`config.mk`:
```
export PLATFORM = sky130hd
export DESIGN_NAME = video_memory_block_dma_unit
export DESIGN_NICKNAME = d
export VERILOG_FILES = /design/src/hw/rtl/vmbd_pkg.sv /design/src/hw/rtl/vmbd_engine.sv /design/src/hw/rtl/video_memory_block_dma_unit.sv
export SDC_FILE = /design/constraint.sdc
export NUM_CORES = 1
export LEC_CHECK = 0
export BUFFER_PORTS_ARGS = -buffer_cell sky130_fd_sc_hd__buf_2
export CORE_AREA = 2 2 122 124
export CTS_BUF_LIST = sky130_fd_sc_hd__clkbuf_4 sky130_fd_sc_hd__clkbuf_8
export DETAILED_ROUTE_END_ITERATION = 12
export DIE_AREA = 0 0 124 126
export PLACE_DENSITY = 0.76
export SLEW_MARGIN = 40
export SYNTH_ARGS = -nofsm -noshare
export SYNTH_HDL_FRONTEND = slang
export SYNTH_HIERARCHICAL = 1
export SYNTH_SLANG_ARGS = --single-unit
```
`constraint.sdc`:
```
create_clock -name clock -period 9.2 [get_ports clock]
set_input_delay 1.38 -clock clock [delete_from_list [all_inputs] [get_ports clock]]
set_output_delay 1.38 -clock clock [all_outputs]
set_load 0.005 [all_outputs]
```
`src/hw/rtl/vmbd_pkg.sv`:
```
// Package for the video memory block DMA unit: action codes, widths,
// transaction structs. No dependencies.
package vmbd_pkg;

   localparam int BURST_BYTES = 16;
   localparam int CNT_W       = $clog2(BURST_BYTES + 1);

   localparam logic [15:0] VRAM_BASE = 16'h8000;
   localparam logic [15:0] VRAM_LAST = 16'h9FFF;
   localparam logic [7:0]  STATUS_DONE = 8'hFF;

   typedef enum logic [1:0] {
      ACT_TICK    = 2'd0,
      ACT_BLANK   = 2'd1,
      ACT_CONTROL = 2'd2
   } action_type;

   typedef struct packed {
      logic [1:0] action;
      logic [7:0] control_byte;
      logic [7:0] source_high;
      logic [7:0] source_low;
      logic [7:0] dest_high;
      logic [7:0] dest_low;
   } item_type;

   typedef struct packed {
      logic        copy_valid;
      logic [15:0] copy_source;
      logic [15:0] copy_dest;
      logic [7:0]  status_byte;
      logic        busy_res;
   } result_type;

endpackage

```
`src/hw/rtl/vmbd_engine.sv`:
```
// Transfer state and per-transaction update for the video memory block DMA.
// Depends on vmbd_pkg.
module vmbd_engine
   import vmbd_pkg::*;
(
   input  logic       clock,
   input  logic       reset,
   input  logic       fire,
   input  logic       enable,
   input  item_type   item,
   output result_type result
);

   localparam logic [CNT_W-1:0] BURST_LIMIT = CNT_W'(BURST_BYTES);

   logic             active_ff,  active_in;
   logic             running_ff, running_in;
   logic             blank_ff,   blank_in;
   logic             phase_ff,   phase_in;
   logic [CNT_W-1:0] count_ff,   count_in;
   logic [15:0]      src_ff,     src_in;
   logic [15:0]      dst_ff,     dst_in;
   logic [11:0]      left_ff,    left_in;
   logic [7:0]       mirror_ff,  mirror_in;
   logic [7:0]       blocks;
   logic             copy;

   always_comb begin
      active_in  = active_ff;
      running_in = running_ff;
      blank_in   = blank_ff;
      phase_in   = phase_ff;
      count_in   = count_ff;
      src_in     = src_ff;
      dst_in     = dst_ff;
      left_in    = left_ff;
      mirror_in  = mirror_ff;
      copy       = 1'b0;
      blocks     = 8'd0;
      case (item.action)
         ACT_TICK: begin
            if (active_ff && running_ff) begin
               if (!phase_ff) begin
                  phase_in = 1'b1;
               end else begin
                  phase_in = 1'b0;
                  copy     = 1'b1;
                  src_in   = src_ff + 16'd1;
                  dst_in   = dst_ff + 16'd1;
                  count_in = (count_ff == BURST_LIMIT) ? count_ff : count_ff + CNT_W'(1);
                  left_in  = left_ff - 12'd1;
                  if (left_in == 12'd0 || dst_in > VRAM_LAST) begin
                     active_in  = 1'b0;
                     running_in = 1'b0;
                     mirror_in  = STATUS_DONE;
                  end else begin
                     if (blank_ff && count_in >= BURST_LIMIT) begin
                        running_in = 1'b0;
                        count_in   = '0;
                     end
                     blocks    = left_in[11:4] - 8'd1;
                     mirror_in = {mirror_ff[7], blocks[6:0]};
                  end
               end
            end
         end
         ACT_BLANK: begin
            if (active_ff && blank_ff && enable) begin
               running_in = 1'b1;
               count_in   = '0;
            end
         end
         ACT_CONTROL: begin
            if (enable) begin
               if (!item.control_byte[7] && active_ff) begin
                  active_in = 1'b0;
               end else begin
                  src_in     = {item.source_high, item.source_low[7:4], 4'h0};
                  dst_in     = VRAM_BASE | {3'b000, item.dest_high[4:0],
                                            item.dest_low[7:4], 4'h0};
                  left_in    = {8'({1'b0, item.control_byte[6:0]}) + 8'd1, 4'h0};
                  active_in  = 1'b1;
                  running_in = !item.control_byte[7];
                  blank_in   = item.control_byte[7];
                  phase_in   = 1'b0;
                  count_in   = '0;
                  mirror_in  = item.control_byte;
               end
            end
         end
         default: begin
         end
      endcase
   end

   always_comb begin
      result.copy_valid  = copy;
      result.copy_source = copy ? src_ff : 16'd0;
      result.copy_dest   = copy ? dst_ff : 16'd0;
      result.status_byte = mirror_in;
      result.busy_res    = active_in;
   end

   always_ff @(posedge clock) begin
      if (reset) begin
         active_ff  <= 1'b0;
         running_ff <= 1'b0;
         blank_ff   <= 1'b0;
         phase_ff   <= 1'b0;
         count_ff   <= '0;
         src_ff     <= 16'd0;
         dst_ff     <= 16'd0;
         left_ff    <= 12'd0;
         mirror_ff  <= 8'd0;
      end else if (fire) begin
         active_ff  <= active_in;
         running_ff <= running_in;
         blank_ff   <= blank_in;
         phase_ff   <= phase_in;
         count_ff   <= count_in;
         src_ff     <= src_in;
         dst_ff     <= dst_in;
         left_ff    <= left_in;
         mirror_ff  <= mirror_in;
      end
   end

endmodule

```
`src/hw/rtl/video_memory_block_dma_unit.sv`:
```
// Top level of the video memory block DMA unit: input register, engine,
// result register and enable register. Depends on vmbd_pkg, vmbd_engine.
//
// Block copy engine into video memory. A control transaction starts (or, in
// general mode while active, cancels) a transfer; a blank transaction arms a
// 16-byte burst in blank mode; a tick transaction issues one byte-copy every
// second tick. Every request transaction yields exactly one response. The unit
// takes one transaction per clock unless req_stall holds it off; a request
// passes through the input register, then the result register, to its response,
// with the transfer state updated once per transaction in the engine between the two.
module video_memory_block_dma_unit
   import vmbd_pkg::*;
(
   input  logic        clock,
   input  logic        reset,
   input  logic        req_valid,
   output logic        req_stall,
   input  logic [1:0]  req_action,
   input  logic [7:0]  req_control_byte,
   input  logic [7:0]  req_source_high,
   input  logic [7:0]  req_source_low,
   input  logic [7:0]  req_dest_high,
   input  logic [7:0]  req_dest_low,
   output logic        rsp_valid,
   input  logic        rsp_stall,
   output logic        rsp_copy_valid,
   output logic [15:0] rsp_copy_source,
   output logic [15:0] rsp_copy_dest,
   output logic [7:0]  rsp_status_byte,
   output logic        rsp_busy_res,
   input  logic        csr_write_enable,
   input  logic        csr_write_data
);

   logic       in_valid_ff,  in_valid_in;
   item_type   item_ff,      item_in;
   logic       out_valid_ff, out_valid_in;
   result_type result_ff,    result_in;
   result_type eng_result;
   logic       enable_ff;
   logic       advance;
   logic       fire;
   logic       accept;

   assign advance   = !out_valid_ff || !rsp_stall;
   assign fire      = in_valid_ff && advance;
   assign req_stall = in_valid_ff && !advance;
   assign accept    = req_valid && !req_stall;

   always_comb begin
      in_valid_in  = accept || (in_valid_ff && !advance);
      item_in      = item_ff;
      if (accept) begin
         item_in = '{action:       req_action,
                     control_byte: req_control_byte,
                     source_high:  req_source_high,
                     source_low:   req_source_low,
                     dest_high:    req_dest_high,
                     dest_low:     req_dest_low};
      end
      out_valid_in = fire || (out_valid_ff && rsp_stall);
      result_in    = fire ? eng_result : result_ff;
   end

   vmbd_engine u_engine (
      .clock  (clock),
      .reset  (reset),
      .fire   (fire),
      .enable (enable_ff),
      .item   (item_ff),
      .result (eng_result)
   );

   always_ff @(posedge clock) begin
      if (reset) begin
         in_valid_ff  <= 1'b0;
         out_valid_ff <= 1'b0;
         enable_ff    <= 1'b1;
      end else begin
         in_valid_ff  <= in_valid_in;
         out_valid_ff <= out_valid_in;
         if (csr_write_enable) begin
            enable_ff <= csr_write_data;
         end
      end
   end

   always_ff @(posedge clock) begin
      item_ff   <= item_in;
      result_ff <= result_in;
   end

   assign rsp_valid       = out_valid_ff;
   assign rsp_copy_valid  = result_ff.copy_valid;
   assign rsp_copy_source = result_ff.copy_source;
   assign rsp_copy_dest   = result_ff.copy_dest;
   assign rsp_status_byte = result_ff.status_byte;
   assign rsp_busy_res    = result_ff.busy_res;

endmodule

```
==> results.cfg <==
[floorplanning]
rows = 44
die_y_um = 126
die-area_sq_um = 15620
ioPinCount = 92
die_w_um = 124
core_area_sq_um = 14310
start_util_pct = 46.55

[timing]
finalSetupViolations = 0
fmax_mhz = 281.0
rsz0062_at_grt = false
relSlewSlack_pct = 48.65
finalHoldViolations = 0
setup_ws_ns = 5.641
post-route-period-util_pct = 38.69
fin_skew_ns = 0.008506
fin_crit_ns = 3.559
worst_pin_slew_ns = 0.7703
maxSlewViolCount = 0
finalSetupTns_ns = 0

[clock_network]
path_clk_slew_ns = 0.08
cts_resized = 0
clock_latency_ns = 0.45
cts_hold_buffers = 0
root_buffer = clkbuf_8
clock_path_buffers = 2
htree_levels = 4
cts_setup_buffers = 0
cts_buffers = 17
clock-sinks = 137
cts_tree = done

[setup_path]
crit_buf_inv = 2
critical_path_peak_fanout = 58
cp.depth = 7
crit_type = in2reg
cp-end-kind = flop
crit_slowest_cell = or2_2
cp-startpoint = rsp_stall
slowest_delay_ns = 0.67
crit_family = simple AND/OR/NAND/NOR gates
worstSetupStartpointType = input port
r2r-end = rsp_busy_res
r2r_setup_slack_ns = 5.67
reg2reg_from = u_engine/left_ff[0]
worstPathArrival_ns = 3.87
crit_chain = buf_2, a21boi_4, buf_4, nand3_1, or2_2, o21ai_1, nor2_1
crit_required_ns = 9.51
rr_worst_depth = 10

[finish]
layout-drive-gt1-share_pct = 18.62
multiInputGateArea_sq_um = 2930
syn_to_final_growth_pct = 15.40
final_util_pct = 53.72
fin_nets = 815
seqCellArea_sq_um = 3473
final.fill_count = 1290
antennaDiodeCount = 0

[route]
vias_per_cell = 5.808
drt-pass1-iter-count = 5
drtIter0Drc = 496
drt-total-wl_um = 15120
wl_per_cell_um = 15.88
drc = 0
ant_nets = 0
num_vias = 5529

[status]
status = complete, no violations

[hold_path]
hold_class = reg2reg
hold_end = u_engine/running_ff
worstHoldStart = u_engine/running_ff
whs_path_depth = 2

[placed_design]
dp_worst_setup_slack_ns = 5.141
io_buffers = 80
place_congestion = 0.9505
hpwl_um = 9704

[pwr]
power_density_nw_per_um2 = 183.2
totalPowerFinal_mw = 1.409
max-vdd-ir-drop_uv = 72.47
power_leakage_nw = 2.896

[logic_synthesis]
yosys_warnings = 6
syn_area_per_cell_sq_um = 9.532
synthCells = 699
synth_nets = 759
netlist_area_sq_um = 6663

[global_routing]
grt_antenna_before_repair = 0
gr-usage-all-layers_pct = 19.58
grt_pass1_vias = 4737
grt_max_degree = 80
grt_remaining_overflow = 0
grt_pass1_wl_um = 23840

[job]
drv_cap = 0
-- flip-flops by register name, indices dropped and copies added (netlist names) --
signal and flops:
item_ff 31, rsp_copy_dest 16, rsp_copy_source 16, u_engine/dst_ff 16, u_engine/src_ff 16, u_engine/left_ff 12
rsp_status_byte 8, u_engine/mirror_ff 8, u_engine/count_ff 5, enable_ff 1, in_valid_ff 1, rsp_busy_res 1
rsp_copy_valid 1, rsp_valid 1, u_engine/active_ff 1, u_engine/blank_ff 1, u_engine/phase_ff 1, u_engine/running_ff 1
-- worst reg2reg max path, stage by stage, from the launching register on --
cell	delay, ns
dfxtp_1	0.44
inv_1	0.10
ha_1	0.34
nor3b_1	0.60
xnor2_1	0.22
ha_1	0.28
nand3_1	0.13
nor4_2	0.43
nor2_1	0.21
o31ai_1	0.35
a31oi_1	0.15
-- worst max-delay path by stage --
stage | to | slack [ns]
2_1_floorplan | u_engine/count_ff[3] | 3.08
3_3_place_gp | u_engine/src_ff[0] | 5.22
3_5_place_dp | u_engine/dst_ff[0] | 5.14
4_1_cts | u_engine/src_ff[3] | 5.61
5_1_grt | rsp_busy_res | 5.42
6_report | u_engine/src_ff[3] | 5.64
-- layout by cell type (no fill, tap or decap), drive strengths merged, types with 4 or more instances in the layout --
master  count
xor2        8
nor4       11
nand3      23
a22oi      17
nor3       17
a311oi      7
bufinv      7
buf        87
xnor2      11
o211ai      5
a211oi      6
nand4       7
inv        21
a211o       4
o21ai      46
dfxtp      64
o31ai      10
clkbuf     20
ha         12
or3        11
a22o        5
nor2       90
or2         7
edfxtp     73
a21oi      48
nand2      52
and3       34
a31oi       8
-- cell type report --
type / count / share of cell area [%]
Sequential cell: 137 / 45.17
Clock inverter: 12 / 3.173
Clock buffer: 20 / 3.417
Tap cell: 184 / 2.994
Inverter: 20 / 0.9764
Multi-Input combinational cell: 492 / 38.11
Timing Repair Buffer: 87 / 6.151
-- stage by stage --
| step | hold slack, ns | std cells | area [sq um] |
|---|---|---|---|
| after floorplan | 0.4350 | 699 | 6663 |
| after global placement | 0.4434 | 919 | 7148 |
| after detailed placement | 0.4501 | 920 | 7176 |
| after CTS | 0.4616 | 952 | 7682 |
| after global routing | 0.5003 | 952 | 7689 |
| final | 0.4633 | 952 | 7689 |
-- layer usage --
| metal | global-route usage [%] | up-vias | routed length (um) | share of wire, % |
|---|---|---|---|---|
| met1 | 28.02 | 2614 | 7055 | 47 |
| met2 | 28.70 | 200 | 6920 | 46 |
| li1 | - | 2690 | - | - |
| met3 | 4.484 | 25 | 895 | 5.9 |
| met4 | 7.799 | 0 | 243 | 1.6 |
| met5 | 0 | - | 0 | 0 |
-- power breakdown --
group	internal, mW	total (mW)	switching, mW
Clock	0.391	0.623	0.232
Combinational	0.0405	0.107	0.0662
Sequential	0.666	0.679	0.0137
Total	1.10	1.41	0.312
No activity file was read; power rests on OpenSTA's default activity.
